## config.mk

```make
export PLATFORM = sky130hd
export DESIGN_NAME = multi_sensor_echo_averager
export DESIGN_NICKNAME = d
export VERILOG_FILES = /design/src/rtl/core/msea_pkg.sv /design/src/rtl/core/msea_ring_ram.sv /design/src/rtl/core/msea_front.sv /design/src/rtl/core/msea_update.sv /design/src/rtl/core/multi_sensor_echo_averager.sv
export VERILOG_INCLUDE_DIRS = /design/src /design/src/rtl/core
export SDC_FILE = /design/constraint.sdc
export NUM_CORES = 2
export LEC_CHECK = 0
export ABC_AREA = 1
export BUFFER_PORTS_ARGS = -buffer_cell sky130_fd_sc_hd__buf_2
export CORE_ASPECT_RATIO = 0.7
export CORE_MARGIN = 2
export CORE_UTILIZATION = 35
export CTS_CLUSTER_SIZE = 20
export DETAILED_ROUTE_END_ITERATION = 10
export SETUP_SLACK_MARGIN = 0.4
export SLEW_MARGIN = 20
export SYNTH_ARGS = -nofsm -noshare
export SYNTH_HDL_FRONTEND = slang
export SYNTH_SLANG_ARGS = --single-unit
```

## constraint.sdc

```tcl
create_clock -name clk_i -period 7.48 [get_ports clk_i]
set_clock_uncertainty 0.2 [all_clocks]
set_input_delay 2.244 -clock clk_i [delete_from_list [all_inputs] [get_ports clk_i]]
set_output_delay 2.244 -clock clk_i [all_outputs]
set_load 0.01 [all_outputs]
```

## src/rtl/core/multi_sensor_echo_averager_assert.svh

```systemverilog
// Assertion macros shared by the echo averager RTL.
// Each expects clk_i and rst_ni in the scope of the including module.
`ifndef MULTI_SENSOR_ECHO_AVERAGER_ASSERT_SVH
`define MULTI_SENSOR_ECHO_AVERAGER_ASSERT_SVH

// Plain property that must hold at every clock edge out of reset
`define MSEA_ASSERT(name, prop, msg) \
  name: assert property (@(posedge clk_i) disable iff (!rst_ni) (prop)) else $error(msg);

// Same-cycle implication
`define MSEA_ASSERT_IMP(name, ante, cons, msg) \
  name: assert property (@(posedge clk_i) disable iff (!rst_ni) (ante) |-> (cons)) \
    else $error(msg);

// Next-cycle implication
`define MSEA_ASSERT_NEXT(name, ante, cons, msg) \
  name: assert property (@(posedge clk_i) disable iff (!rst_ni) (ante) |=> (cons)) \
    else $error(msg);

`endif

```

## src/rtl/core/msea_pkg.sv

```systemverilog
// Shared constants, types and helper functions of the echo averager.
// Used by every module in rtl/core; depends on nothing.
package msea_pkg;

  // Block dimensions
  localparam int SENSORS  = 4;
  localparam int WINDOW   = 40;
  localparam int CALC_DIV = 7;

  // Field and state widths
  localparam int SIDX_W    = 2;
  localparam int CNT_W     = 16;
  localparam int DIST_W    = 14;
  localparam int MASK_W    = 4;
  localparam int SUM_W     = 22;
  localparam int FCNT_W    = 8;
  localparam int SCNT_W    = 3;
  localparam int THR_W     = 8;
  localparam int CFG_W     = 16;
  localparam int CFG_IDX_W = 2;
  localparam int PTR_W     = $clog2(WINDOW);
  localparam int ADDR_W    = $clog2(SENSORS * WINDOW);

  // Divide by WINDOW*CALC_DIV as multiply by reciprocal, exact for any sum below 2**SUM_W
  localparam int          DIV_DEN    = WINDOW * CALC_DIV;
  localparam int          DIV_SHIFT  = 32;
  localparam int          DIV_MULT_W = 32;
  localparam logic [63:0] DIV_MULT   = ((64'd1 << DIV_SHIFT) + 64'(DIV_DEN) - 64'd1)
                                       / 64'(DIV_DEN);
  localparam int          PROD_W     = SUM_W + DIV_MULT_W;

  localparam logic [FCNT_W-1:0] FCNT_MAX = '1;

  // Configuration register reset values
  localparam logic [SCNT_W-1:0] RST_SENSOR_COUNT = SCNT_W'(4);
  localparam logic [THR_W-1:0]  RST_FAULT_THR    = THR_W'(10);
  localparam logic [CNT_W-1:0]  RST_OVER_LIMIT   = CNT_W'(51200);
  localparam logic [CNT_W-1:0]  RST_NO_OBS_LIMIT = CNT_W'(32000);

  // Configuration register indexes
  localparam logic [CFG_IDX_W-1:0] REG_SENSOR_COUNT = 2'd0;
  localparam logic [CFG_IDX_W-1:0] REG_FAULT_THR    = 2'd1;
  localparam logic [CFG_IDX_W-1:0] REG_OVER_LIMIT   = 2'd2;
  localparam logic [CFG_IDX_W-1:0] REG_NO_OBS_LIMIT = 2'd3;

  // Event codes
  typedef enum logic [1:0] {
    MODE_ECHO    = 2'd0,
    MODE_TIMEOUT = 2'd1,
    MODE_CHECK   = 2'd2,
    MODE_CLEAR   = 2'd3
  } mode_e;

  typedef struct packed {
    logic [SCNT_W-1:0] sensor_count;
    logic [THR_W-1:0]  fault_threshold;
    logic [CNT_W-1:0]  over_limit;
    logic [CNT_W-1:0]  no_obstacle_limit;
  } cfg_t;

  // One event as it travels down the pipeline
  typedef struct packed {
    mode_e             mode;
    logic [CNT_W-1:0]  cnt;
    logic [SIDX_W-1:0] sensor;
    logic              store;    // count goes into the ring
    logic              fault;    // count as a failed reading
    logic              lap_hit;  // ring entry read back holds a real sample
    logic [ADDR_W-1:0] addr;     // ring entry of this sample
  } item_t;

  typedef struct packed {
    logic              we;
    logic [ADDR_W-1:0] waddr;
    logic [CNT_W-1:0]  wdata;
    logic              re;
    logic [ADDR_W-1:0] raddr;
  } ram_req_t;

  // Clamp the sensor count to 1..SENSORS
  function automatic logic [SCNT_W-1:0] active_count(logic [SCNT_W-1:0] sc);
    logic [SCNT_W-1:0] n;
    n = sc;
    if (sc == '0) begin
      n = SCNT_W'(1);
    end else if (sc > SCNT_W'(SENSORS)) begin
      n = SCNT_W'(SENSORS);
    end
    return n;
  endfunction

endpackage

```

## src/rtl/core/msea_ring_ram.sv

```systemverilog
// Echo sample ring storage: one write port, one registered read port.
// Depends on msea_pkg for depth and widths.
module msea_ring_ram (
  input  logic                       clk_i,
  input  msea_pkg::ram_req_t         req_i,
  output logic [msea_pkg::CNT_W-1:0] rd_data_o
);

  logic [msea_pkg::CNT_W-1:0] mem [msea_pkg::SENSORS * msea_pkg::WINDOW];
  logic [msea_pkg::CNT_W-1:0] rd_data_q;

  // Write and read; read data is registered and valid in the cycle after the read
  always_ff @(posedge clk_i) begin
    if (req_i.we) begin
      mem[req_i.waddr] <= req_i.wdata;
    end
    if (req_i.re) begin
      rd_data_q <= mem[req_i.raddr];
    end
  end

  assign rd_data_o = rd_data_q;

endmodule

```

## src/rtl/core/msea_front.sv

```systemverilog
// Event intake: round-robin rotation, ring pointers and ring read issue.
// Depends on msea_pkg and the assertion macro header.
`include "multi_sensor_echo_averager_assert.svh"

module msea_front (
  input  logic                         clk_i,
  input  logic                         rst_ni,
  input  msea_pkg::cfg_t               cfg_i,
  input  logic                         in_valid_i,
  input  logic                         in_ready_i,
  input  logic [1:0]                   mode_i,
  input  logic [msea_pkg::CNT_W-1:0]   echo_count_i,
  output msea_pkg::item_t              item_o,
  output logic                         rd_en_o,
  output logic [msea_pkg::ADDR_W-1:0]  rd_addr_o
);

  logic [msea_pkg::SIDX_W-1:0] cur_q, cur_d;
  logic [msea_pkg::PTR_W-1:0]  ptr_q [msea_pkg::SENSORS];
  logic [msea_pkg::SENSORS-1:0] lap_q;

  msea_pkg::mode_e             mode;
  logic                        accept;
  logic                        is_over, is_no_obs;
  logic                        store, advance;
  logic [msea_pkg::PTR_W:0]    ptr_inc;
  logic [msea_pkg::PTR_W-1:0]  ptr_next;
  logic [msea_pkg::SCNT_W-1:0] n_active, cur_inc;
  logic [msea_pkg::ADDR_W-1:0] addr;

  // Classify the event and find its ring entry
  always_comb begin
    mode      = msea_pkg::mode_e'(mode_i);
    accept    = in_valid_i && in_ready_i;
    is_over   = echo_count_i > cfg_i.over_limit;
    is_no_obs = echo_count_i > cfg_i.no_obstacle_limit;
    store     = (mode == msea_pkg::MODE_ECHO) && !is_over && !is_no_obs;
    advance   = (mode == msea_pkg::MODE_ECHO) || (mode == msea_pkg::MODE_TIMEOUT);

    ptr_inc  = {1'b0, ptr_q[cur_q]} + (msea_pkg::PTR_W + 1)'(1);
    ptr_next = (ptr_inc >= (msea_pkg::PTR_W + 1)'(msea_pkg::WINDOW)) ? '0
               : ptr_inc[msea_pkg::PTR_W-1:0];
    addr     = msea_pkg::ADDR_W'(32'(cur_q) * msea_pkg::WINDOW + 32'(ptr_next));

    n_active = msea_pkg::active_count(cfg_i.sensor_count);
    cur_inc  = msea_pkg::SCNT_W'(cur_q) + msea_pkg::SCNT_W'(1);
    cur_d    = (cur_inc >= n_active) ? '0 : cur_inc[msea_pkg::SIDX_W-1:0];

    item_o.mode    = mode;
    item_o.cnt     = echo_count_i;
    item_o.sensor  = cur_q;
    item_o.store   = store;
    item_o.fault   = (mode == msea_pkg::MODE_TIMEOUT) ||
                     ((mode == msea_pkg::MODE_ECHO) && is_over);
    item_o.lap_hit = lap_q[cur_q];
    item_o.addr    = addr;
  end

  assign rd_en_o   = accept;
  assign rd_addr_o = addr;

  // On each accepted transaction, advance rotation (echo or timeout) and ring pointer (stored sample)
  always_ff @(posedge clk_i or negedge rst_ni) begin
    if (!rst_ni) begin
      cur_q <= '0;
      lap_q <= '0;
      for (int i = 0; i < msea_pkg::SENSORS; i++) begin
        ptr_q[i] <= '0;
      end
    end else if (accept) begin
      if (advance) begin
        cur_q <= cur_d;
      end
      if (store) begin
        ptr_q[cur_q] <= ptr_next;
        // Entry zero is the last one filled on the first lap
        if (ptr_next == '0) begin
          lap_q[cur_q] <= 1'b1;
        end
      end
    end
  end

  `MSEA_ASSERT(a_ptr_in_window, ptr_q[cur_q] < msea_pkg::PTR_W'(msea_pkg::WINDOW), "ring pointer out of window")
  `MSEA_ASSERT_NEXT(a_lap_sticks, accept && store && (ptr_next == '0), lap_q[$past(cur_q)], "lap flag not set after wrap")

endmodule

```

## src/rtl/core/msea_update.sv

```systemverilog
// Update pipeline: running sum, reciprocal divide, flags, fault mask, result.
// Depends on msea_pkg and the assertion macro header.
`include "multi_sensor_echo_averager_assert.svh"

module msea_update (
  input  logic                          clk_i,
  input  logic                          rst_ni,
  input  msea_pkg::cfg_t                cfg_i,
  input  logic                          in_valid_i,
  output logic                          in_ready_o,
  input  msea_pkg::item_t               item_i,
  input  logic [msea_pkg::CNT_W-1:0]    rd_data_i,
  output logic                          wr_en_o,
  output logic [msea_pkg::ADDR_W-1:0]   wr_addr_o,
  output logic [msea_pkg::CNT_W-1:0]    wr_data_o,
  output logic                          out_valid_o,
  input  logic                          out_ready_i,
  output logic [msea_pkg::SIDX_W-1:0]   sensor_index_o,
  output logic [msea_pkg::DIST_W-1:0]   distance_mm_o,
  output logic                          reading_ok_o,
  output logic [msea_pkg::MASK_W-1:0]   fault_mask_o
);

  // Stage registers: a = ring read pending, b = new sum, c = product
  logic                        va_q, vb_q, vc_q, vo_q;
  msea_pkg::item_t             a_item_q, b_item_q, c_item_q;
  logic [msea_pkg::SUM_W-1:0]  b_sum_q;
  logic [msea_pkg::PROD_W-1:0] c_prod_q;
  logic                        en_a, en_b, en_c, en_o;

  // Per-sensor state
  logic [msea_pkg::SUM_W-1:0]  sum_q  [msea_pkg::SENSORS];
  logic [msea_pkg::DIST_W-1:0] dist_q [msea_pkg::SENSORS];
  logic [msea_pkg::DIST_W-1:0] dist_d [msea_pkg::SENSORS];
  logic [msea_pkg::FCNT_W-1:0] fcnt_q [msea_pkg::SENSORS];
  logic [msea_pkg::FCNT_W-1:0] fcnt_d [msea_pkg::SENSORS];
  logic [msea_pkg::SENSORS-1:0] ok_q, ok_d;
  logic [msea_pkg::MASK_W-1:0]  mask_q, mask_d;

  // Output register
  logic [msea_pkg::SIDX_W-1:0] out_sensor_q;
  logic [msea_pkg::DIST_W-1:0] out_dist_q;
  logic                        out_ok_q;

  logic [msea_pkg::CNT_W-1:0]  old_sample;
  logic [msea_pkg::SUM_W-1:0]  sum_new;
  logic [msea_pkg::PROD_W-1:0] prod;
  logic [msea_pkg::DIST_W-1:0] dist_new;
  logic [msea_pkg::SCNT_W-1:0] n_active;
  logic [msea_pkg::SIDX_W-1:0] cs;
  logic                        fin;

  // Each stage loads when it is empty or its successor moves
  assign en_o       = !vo_q || out_ready_i;
  assign en_c       = !vc_q || en_o;
  assign en_b       = !vb_q || en_c;
  assign en_a       = !va_q || en_b;
  assign in_ready_o = en_a;

  // Replace the oldest sample in the running sum; write the new one back
  always_comb begin
    old_sample = a_item_q.lap_hit ? rd_data_i : '0;
    sum_new    = sum_q[a_item_q.sensor] - msea_pkg::SUM_W'(old_sample)
                 + msea_pkg::SUM_W'(a_item_q.cnt);
    wr_en_o    = va_q && en_b && a_item_q.store;
    wr_addr_o  = a_item_q.addr;
    wr_data_o  = a_item_q.cnt;
  end

  // Multiply by the reciprocal of WINDOW*CALC_DIV
  assign prod = {{msea_pkg::DIV_MULT_W{1'b0}}, b_sum_q}
              * {{msea_pkg::SUM_W{1'b0}}, msea_pkg::DIV_MULT[msea_pkg::DIV_MULT_W-1:0]};
  assign dist_new = c_prod_q[msea_pkg::DIV_SHIFT +: msea_pkg::DIST_W];

  // Apply the event to flags, fault counts and mask
  always_comb begin
    cs       = c_item_q.sensor;
    fin      = vc_q && en_o;
    n_active = msea_pkg::active_count(cfg_i.sensor_count);
    dist_d   = dist_q;
    fcnt_d   = fcnt_q;
    ok_d     = ok_q;
    mask_d   = mask_q;
    if (c_item_q.store) begin
      dist_d[cs] = dist_new;
      ok_d[cs]   = 1'b1;
    end
    if (c_item_q.fault) begin
      if (fcnt_q[cs] != msea_pkg::FCNT_MAX) begin
        fcnt_d[cs] = fcnt_q[cs] + msea_pkg::FCNT_W'(1);
      end
      ok_d[cs] = 1'b0;
    end
    if (c_item_q.mode == msea_pkg::MODE_CHECK) begin
      for (int i = 0; i < msea_pkg::SENSORS; i++) begin
        if (msea_pkg::SCNT_W'(i) < n_active) begin
          if (!ok_q[i]) begin
            if (fcnt_q[i] > cfg_i.fault_threshold) begin
              mask_d[i] = 1'b1;
            end
          end else begin
            fcnt_d[i] = '0;
          end
        end
      end
    end
    if (c_item_q.mode == msea_pkg::MODE_CLEAR) begin
      mask_d = '0;
    end
  end

  // Pipeline valid bits
  always_ff @(posedge clk_i or negedge rst_ni) begin
    if (!rst_ni) begin
      va_q <= 1'b0;
      vb_q <= 1'b0;
      vc_q <= 1'b0;
      vo_q <= 1'b0;
    end else begin
      if (en_a) va_q <= in_valid_i;
      if (en_b) vb_q <= va_q;
      if (en_c) vc_q <= vb_q;
      if (en_o) vo_q <= vc_q;
    end
  end

  // Pipeline payload
  always_ff @(posedge clk_i) begin
    if (en_a) begin
      a_item_q <= item_i;
    end
    if (en_b && va_q) begin
      b_item_q <= a_item_q;
      b_sum_q  <= sum_new;
    end
    if (en_c && vb_q) begin
      c_item_q <= b_item_q;
      c_prod_q <= prod;
    end
    if (fin) begin
      out_sensor_q <= cs;
      out_dist_q   <= dist_d[cs];
      out_ok_q     <= ok_d[cs];
    end
  end

  // Sensor state, updated in event order
  always_ff @(posedge clk_i or negedge rst_ni) begin
    if (!rst_ni) begin
      ok_q   <= '0;
      mask_q <= '0;
      for (int i = 0; i < msea_pkg::SENSORS; i++) begin
        sum_q[i]  <= '0;
        dist_q[i] <= '0;
        fcnt_q[i] <= '0;
      end
    end else begin
      if (va_q && en_b && a_item_q.store) begin
        sum_q[a_item_q.sensor] <= sum_new;
      end
      if (fin) begin
        dist_q <= dist_d;
        fcnt_q <= fcnt_d;
        ok_q   <= ok_d;
        mask_q <= mask_d;
      end
    end
  end

  assign out_valid_o    = vo_q;
  assign sensor_index_o = out_sensor_q;
  assign distance_mm_o  = out_dist_q;
  assign reading_ok_o   = out_ok_q;
  assign fault_mask_o   = mask_q;

  `MSEA_ASSERT_IMP(a_out_from_pipe, $rose(out_valid_o), $past(vc_q), "result without pipeline item")
  `MSEA_ASSERT_NEXT(a_store_sets_ok, fin && c_item_q.store, reading_ok_o, "stored reading not flagged ok")
  `MSEA_ASSERT_NEXT(a_clear_empties, fin && (c_item_q.mode == msea_pkg::MODE_CLEAR), fault_mask_o == '0, "fault mask not cleared")

endmodule

```

## src/rtl/core/multi_sensor_echo_averager.sv

```systemverilog
// Top level of the multi-sensor echo averager: configuration registers,
// event intake, ring memory and update pipeline. Depends on msea_pkg.
//
//  Channel  | Handshake              | Payload
//  ---------+------------------------+----------------------------------------------
//  config   | cfg_we_i               | cfg_idx_i, cfg_wdata_i
//  event in | in_valid_i/in_ready_o  | mode_i, echo_count_i
//  result   | out_valid_o/out_ready_i| sensor_index_o, distance_mm_o, reading_ok_o,
//           |                        | fault_mask_o
//
// One event per cycle sustained unless the output stalls. Each result passes four
// register stages: ring read latency, sum update, reciprocal multiply and output
// register. Ring contents read as zero after reset through per-sensor lap flags,
// so no clearing pass is needed. A stalled output holds the pipeline stage by stage;
// empty stages still take events.
`include "multi_sensor_echo_averager_assert.svh"

module multi_sensor_echo_averager (
  input  logic                           clk_i,
  input  logic                           rst_ni,
  input  logic                           cfg_we_i,
  input  logic [msea_pkg::CFG_IDX_W-1:0] cfg_idx_i,
  input  logic [msea_pkg::CFG_W-1:0]     cfg_wdata_i,
  input  logic                           in_valid_i,
  output logic                           in_ready_o,
  input  logic [1:0]                     mode_i,
  input  logic [msea_pkg::CNT_W-1:0]     echo_count_i,
  output logic                           out_valid_o,
  input  logic                           out_ready_i,
  output logic [msea_pkg::SIDX_W-1:0]    sensor_index_o,
  output logic [msea_pkg::DIST_W-1:0]    distance_mm_o,
  output logic                           reading_ok_o,
  output logic [msea_pkg::MASK_W-1:0]    fault_mask_o
);

  msea_pkg::cfg_t             cfg_q;
  msea_pkg::item_t            item;
  msea_pkg::ram_req_t         ram_req;
  logic [msea_pkg::CNT_W-1:0] rd_data;

  // Configuration registers
  always_ff @(posedge clk_i or negedge rst_ni) begin
    if (!rst_ni) begin
      cfg_q.sensor_count      <= msea_pkg::RST_SENSOR_COUNT;
      cfg_q.fault_threshold   <= msea_pkg::RST_FAULT_THR;
      cfg_q.over_limit        <= msea_pkg::RST_OVER_LIMIT;
      cfg_q.no_obstacle_limit <= msea_pkg::RST_NO_OBS_LIMIT;
    end else if (cfg_we_i) begin
      unique case (cfg_idx_i)
        msea_pkg::REG_SENSOR_COUNT:
          cfg_q.sensor_count <= cfg_wdata_i[msea_pkg::SCNT_W-1:0];
        msea_pkg::REG_FAULT_THR:
          cfg_q.fault_threshold <= cfg_wdata_i[msea_pkg::THR_W-1:0];
        msea_pkg::REG_OVER_LIMIT:
          cfg_q.over_limit <= cfg_wdata_i[msea_pkg::CNT_W-1:0];
        msea_pkg::REG_NO_OBS_LIMIT:
          cfg_q.no_obstacle_limit <= cfg_wdata_i[msea_pkg::CNT_W-1:0];
        default: ;
      endcase
    end
  end

  msea_front u_front (
    .clk_i        (clk_i),
    .rst_ni       (rst_ni),
    .cfg_i        (cfg_q),
    .in_valid_i   (in_valid_i),
    .in_ready_i   (in_ready_o),
    .mode_i       (mode_i),
    .echo_count_i (echo_count_i),
    .item_o       (item),
    .rd_en_o      (ram_req.re),
    .rd_addr_o    (ram_req.raddr)
  );

  msea_ring_ram u_ring (
    .clk_i     (clk_i),
    .req_i     (ram_req),
    .rd_data_o (rd_data)
  );

  msea_update u_update (
    .clk_i          (clk_i),
    .rst_ni         (rst_ni),
    .cfg_i          (cfg_q),
    .in_valid_i     (in_valid_i),
    .in_ready_o     (in_ready_o),
    .item_i         (item),
    .rd_data_i      (rd_data),
    .wr_en_o        (ram_req.we),
    .wr_addr_o      (ram_req.waddr),
    .wr_data_o      (ram_req.wdata),
    .out_valid_o    (out_valid_o),
    .out_ready_i    (out_ready_i),
    .sensor_index_o (sensor_index_o),
    .distance_mm_o  (distance_mm_o),
    .reading_ok_o   (reading_ok_o),
    .fault_mask_o   (fault_mask_o)
  );

  `MSEA_ASSERT_IMP(a_ring_no_collide, ram_req.we && ram_req.re,
                   ram_req.waddr != ram_req.raddr, "ring read and write hit the same entry")

endmodule

```

# == Word-level counts from Yosys, hierarchy flattened ==
# Memories as Yosys holds them, arrays and structs flattened. A register that Yosys moved wholly into a read port is not among the register bits.
# Index checks and enable logic that the tools add are counted.
# classes
n_eq_ne,11
addsub,6
n_mux,67
bitwise,7
n_mul,2
magnitude_cmp,23
reduce_logical,49
# op_table
op,count
$mux 32,3
$bwmux 88,1
$mux 8,11
$mux 22,3
$bwmux 56,1
$mux 56,1
$mul 22x24->46 const B,1
$bmux 22 s2,1
$demux 22 s2,1
$mux 14,3
$bwmux 32,1
$gt 16x16->1,2
$gt 8x8->1,4
$bmux 14 s2,1
$demux 14 s2,1
$bwmux 24,1
$mux 6,4
$add 22x16->22,1
$sub 22x16->22,1
$reduce_and 5->1,4
$mux 1,18
$reduce_bool 2->1,9
$bmux 8 s2,1
$demux 8 s2,1
other kinds (38),90
# totals
reg_bits,389
input_bits,41
ramBits,2560
out_inout_bits,23
memories,1
elab_cells,217
# mem_list
memory,depth,word_bits,read_ports,rd_ports_with_merged_regs,wr,line_no,source
u_ring.mem,160,16,1,1,1,msea_ring_ram.sv:9,logic [msea_pkg::CNT_W-1:0] mem [msea_pkg::SENSORS * msea_pkg::WINDOW];

# == Longest topological paths before layout ==
# depth
depth_word,11
ltp_mapped,33
depth_no_buf,29

# == Cells and area by module ==
# Synthesis repeated with hierarchy kept, for this count alone.
# unflattened
hier_cells,11757
hier_area_um2,131235.9
# modules_own_cells
mod,cells_each,area_each_um2,instances
msea_ring_ram,8385,103464.2,1
msea_update,2732,22748.1,1
msea_front,446,3206.8,1
multi_sensor_echo_averager,194,1816.7,1

# == Least setup slack after synthesis ==
# OpenSTA, ideal clock, no wires.
# synth_timing
kind,reg2reg
from,register u_update.b_sum_q[4] (netlist bit)
to,register u_update.c_prod_q[42] (netlist bit) (data pin)
required_time_ns,7.015
period_less_slack_ns,5.943
stages_incl_launch_ff,27
t_arrival_ns,5.478
setup_ns,0.265
path_slack_ns,1.537
cell_sequence,edfxtp_1 -> fa_1 -> inv_1 -> fa_1 -> inv_1 -> ha_1 -> ha_1 -> fa_1 -> inv_1 -> fa_1 -> inv_1 -> fa_1 -> ha_1 -> nand2_1 -> or2_2 -> a21oi_1 -> nor2_1 -> nand2_1 -> a21oi_1 -> inv_1 -> a21oi_1 -> o21ai_0 -> nand2_1 -> nand2_1 -> a21oi_1 -> o21ai_0 -> xor2_1
# synth_via
elab_chain_len,1
# synth_rtl
item,line_no,source
start: declaration,msea_update.sv:27,logic [msea_pkg::SUM_W-1:0] b_sum_q;
start signal: assignment,msea_update.sv:134,b_sum_q <= sum_new;
$mul 22x24->46,msea_update.sv:72,"* {{msea_pkg::SUM_W{1'b0}}, msea_pkg::DIV_MULT[msea_pkg::DIV_MULT_W-1:0]};"
"named net u_update.prod, one bit",msea_update.sv:47,logic [msea_pkg::PROD_W-1:0] prod;
end signal: assignment,msea_update.sv:138,c_prod_q <= prod;
end: declaration,msea_update.sv:28,logic [msea_pkg::PROD_W-1:0] c_prod_q;
# The timed path passes the listed nets, and every way through them passes these cells.
# A chain may end at the register's enable or synchronous reset.

# == Worst setup path in the final report ==
# layout_timing
from,register u_front.cur_q[1] (netlist bit)
to,"register u_ring.rd_data_q, in the netlist u_ring.rd_data_o[6], read port of u_ring.mem (data pin)"
# layout_via
elab_chain_len,8
# layout_rtl
item,line_no,source
start: declaration,msea_front.sv:18,"logic [msea_pkg::SIDX_W-1:0] cur_q, cur_d;"
start signal: assignment,msea_front.sv:72,cur_q <= cur_d;
$not 2->3 (implied by the code),msea_front.sv:40,"ptr_inc = {1'b0, ptr_q[cur_q]} + (msea_pkg::PTR_W + 1)'(1);"
$bmux 6 s2,msea_front.sv:40,
$mux 6 (implied by the code) (2 in a row),msea_front.sv:40,
$add 6x1->7,msea_front.sv:40,
$ge 7x6->1,msea_front.sv:41,ptr_next = (ptr_inc >= (msea_pkg::PTR_W + 1)'(msea_pkg::WINDOW)) ? '0
$mux 6,msea_front.sv:41,
$add 8x6->8 *,msea_front.sv:43,addr = msea_pkg::ADDR_W'(32'(cur_q) * msea_pkg::WINDOW + 32'(ptr_next));
end: declaration,msea_ring_ram.sv:10,logic [msea_pkg::CNT_W-1:0] rd_data_q;
# Every way passes the cells marked *; elsewhere a longest branch is shown, timed or not. The select of a mux whose other input is x is not followed.

==> impl_results.md <==
* CP Capture Type: flop
* CP Data Arrival Time at 7.19 ns
* FF+latch count, synth at 2933
* First-pass GRT wire length at 608.5 mm
* Via Count at 95.99k
* Clk_lat worst skew at 0.90 ns
* Worst-path maximum fanout at 53
* Detailed-route vias per instance at 5.264
* CP Class: reg -> reg
* Hold Path Class: reg -> reg
* Remaining antenna violation count at 0
* Worst-Margin Slew at 1.231 ns
* I/O Buffers at 63
* Min-Delay Startpoint: u_update.a_item_q[30]
* Syn_nets at 13.29k
* # IOs at 64
* Total wire length at 416.2 mm
* Status: finished, final reports clean
* Type of origin of the critical path: flop
* Max Cap Viol at 0
* Layout Nets at 13.26k
* Post CTS Setup Buffer Count at 0
* Crit path largest cell delay at 0.79 ns
* Area grow syn2layout at 11.55%
* CTS sink count at 2933
* CP required at 7.94 ns
* Seq/Total Area, Yosys at 63.58%
* Setup TNS at 0 ns
* Reg-to-reg slack, setup at 0.75 ns
* FF+latch area at 86780 um2
* Main synth FF type: edfxtp_1
* Max-slew violation count at 0
* Placed Cells incl. Taps at 17.70k
* Vias in the first global route at 87.47k
* Detailed Routing Iterations Pass 1 at 9
* Core area at 387400 um2
* Share of cells above drive strength 1 at 7.564%
* Synth unique cells at 58
* CTS Buffer Depth at 4
* Slew headroom at 17.90%
* Final worst path period need at 6.732 ns
* Worst reg2reg path depth at 20
* CTS clk-pin slew, worst paths at 0.07 ns
* Routed len/inst at 22.83 um
* Most frequent cell on the critical path: nand3_1
* Critical R2R Launch: u_front.cur_q[1]
* H-tree levels at 5
* Post-synth EDFFs at 2672
* Cts hold-fix bufs at 0
* Total CTS buffers at 292
* Die width at 750.4 um
* Multi-input gate area at 38970 um2
* Worst Hold Endpoint: u_update.b_item_q[30]
* DRC Markers at 0
* CP Cell Sequence: buf_4 > inv_1 > nand3_1 > nand2_8 > ha_1 > nand3_1 > nand2_1 > nand2_1 > nand2_2 > nand2_8 > nand3_4 > buf_4 > buf_4 > nand3_1 > nand3_1 > nand3_1 > nand3_1 > nand3_1 > nand3_1 > nand2_1
* Hold Vio Cnt, Final at 0
* CTS Root Cell: clkbuf_16
* Initial antenna violation count at 19
* 1st-iter DRT viols at 13.99k
* Hold depth at 0
* GRT Total Usage at 20.39%
* Largest net degree at the start of global routing at 170
* CTS tree: done
* Final setup viols at 0
* Netlist Area Pre-Place at 136500 um2
* Buffer and inverter count on the worst path at 4
* Finished Core Util at 39.30%
* Ys async rst share at 8.899%
* Worst path slowest cell: buf_4
* Mapped Cells at 12.81k
* Die height at 526.5 um
* R2r endpoint: u_ring.rd_data_o[6]
* Initial Util at 35.24%
* DP Wirelength at 246.7 mm
* Final std cells w/o fill at 18.24k
* Resize count post-CTS at 0
* Die Area at 395100 um2
* CP top delay family: simple AND/OR/NAND/NOR gates
* RSZ-0062 raised after global routing: no
* YS warnings at 0
* Row count at 191
* # fillers at 37.03k
* Total grt overflow at 0
* Final worst-path cycle share at 90.00%
* Fmax at 148.5 MHz
* Post-Syn Area per Cell at 10.66 um2
* GP Congestion at 1.017
worst register-to-register path, delay by kind of cell, from the launching register on:
| family | cells | cell delay [ns] |
|---|---|---|
| buf+inv | 4 | 2.09 |
| flops | 1 | 0.36 |
| fa+ha+maj | 1 | 0.26 |
| simple gates | 15 | 3.58 |
cell families after synthesis:
group | share of synthesized area [%]
AND/OR/NAND/NOR | 18.68
flip-flops | 63.58
buffers and inverters | 7.979
AO/OA/AOI/OAI | 4.628
adder cells (fa/ha/maj) | 4.842
XOR/XNOR | 0.2952
through the flow:
step / hold WS (ns) / cell area, um2 / setup slack [ns]
floorplan: 0.2003 / 136500 / 1.537
global placement: 0.2010 / 142900 / 0.7353
detailed placement: 0.2045 / 142900 / 0.8999
CTS: 0.1578 / 152200 / 0.9367
global route: 0.1637 / 152200 / 0.5536
finish: 0.1691 / 152300 / 0.7479
flip-flops by register name, summed over array words and instances, names as in the netlist, 6 cells and up:
register and flops:
u_ring.mem 2560, u_front.ptr_q 24, u_update.fcnt_q 32, cfg_q 43, u_update.b_sum_q 22, u_update.c_prod_q 14
u_update.b_item_q 6, u_update.wr_data_o 16, u_ring.rd_data_o 16, u_update.dist_q 56, u_update.a_item_q 7, u_update.sum_q 88
u_update.distance_mm_o 14, u_update.wr_addr_o 8
cells in the mapped netlist (4+ instances only):
library cell  number  area [um2]
a21o_1             4       30.03
a21oi_1          188       940.9
a221oi_1          21       183.9
a22o_1             5       43.79
a31oi_1            9       56.30
and2_0            18       112.6
buf_1             32       120.1
buf_2            315        1577
buf_4             62       465.5
buf_6             43       484.2
clkbuf_1         295        1107
clkbuf_2           7       35.03
clkinv_1           8       30.03
dfrtp_1          249        6231
dfstp_2           12       315.3
edfxtp_1        2672       80240
fa_1             152        3043
ha_1             285        3566
inv_1           1865        7000
inv_2              5       18.77
nand2_1         2437        9148
nand2_2            5       31.28
nand3_1         1663        8323
nand4_1          626        3916
nor2_1           760        2853
nor3_1            17       85.08
nor3b_1           12       90.09
o2111ai_1         10       87.58
o211ai_1         107       803.3
o21a_1            17       127.6
o21ai_0          467        2337
o21ai_1           47       235.2
o21bai_1         101       758.2
o221ai_1          26       227.7
o22ai_1           64       400.4
or2_0             29       181.4
or2_1              5       31.28
or2_2             87       544.3
xnor2_1           14       122.6
xor2_1            32       280.3
layout make-up:
type / count / share of cell area, %
sequential: 2933 / 57.00
multi-input combinational: 7237 / 25.59
clock buffer: 380 / 5.231
inverter: 1881 / 4.669
tap: 5211 / 4.282
timing repair buffer: 436 / 2.367
clock inverter: 142 / 0.8365
antenna: 15 / 0.02465
worst max-delay path by stage:
stage                             start                    end  slack (ns)  depth (start not counted)
finish                 u_front.cur_q[1]    u_ring.rd_data_o[6]        0.75                         20
global route        u_update.b_sum_q[4]  u_update.c_prod_q[42]        0.55                         26
CTS                 u_update.b_sum_q[4]  u_update.c_prod_q[42]        0.94                         26
detailed placement  u_update.b_sum_q[4]  u_update.c_prod_q[42]        0.90                         26
global placement    u_update.b_sum_q[4]  u_update.c_prod_q[42]        0.74                         26
floorplan           u_update.b_sum_q[4]  u_update.c_prod_q[42]        1.54                         26
routing by layer:
layer	vias up	GRT usage, %	wire, um
li1	43540	-	-
met2	4722	27.38	166100
met5	-	0.3763	374
met4	18	4.632	9227
met3	615	5.790	48910
met1	47090	31.98	191600
cells in the final DEF, fill, tap and decap left out, drive strengths merged, types with 17 or more instances in the layout:
cell | netlist | final
o21ai | 514 | 514
nand2 | 2445 | 2445
and2 | 19 | 19
xor2 | 32 | 32
bufinv | 0 | 19
clkinv | 8 | 117
nor2 | 765 | 765
a21oi | 188 | 188
inv | 1873 | 1885
o221ai | 26 | 26
nor3 | 17 | 17
nand4 | 628 | 628
buf | 454 | 436
fa | 152 | 152
o21bai | 101 | 101
o211ai | 107 | 107
nand3 | 1666 | 1666
or2 | 121 | 121
clkbuf | 302 | 380
ha | 285 | 285
o21a | 17 | 17
o22ai | 64 | 64
edfxtp | 2672 | 2672
dfrtp | 249 | 249
a221oi | 21 | 21
Power is left out: the tool's default activity adds up to more than one toggle a clock period on the data nets, which glitch-free logic cannot reach.
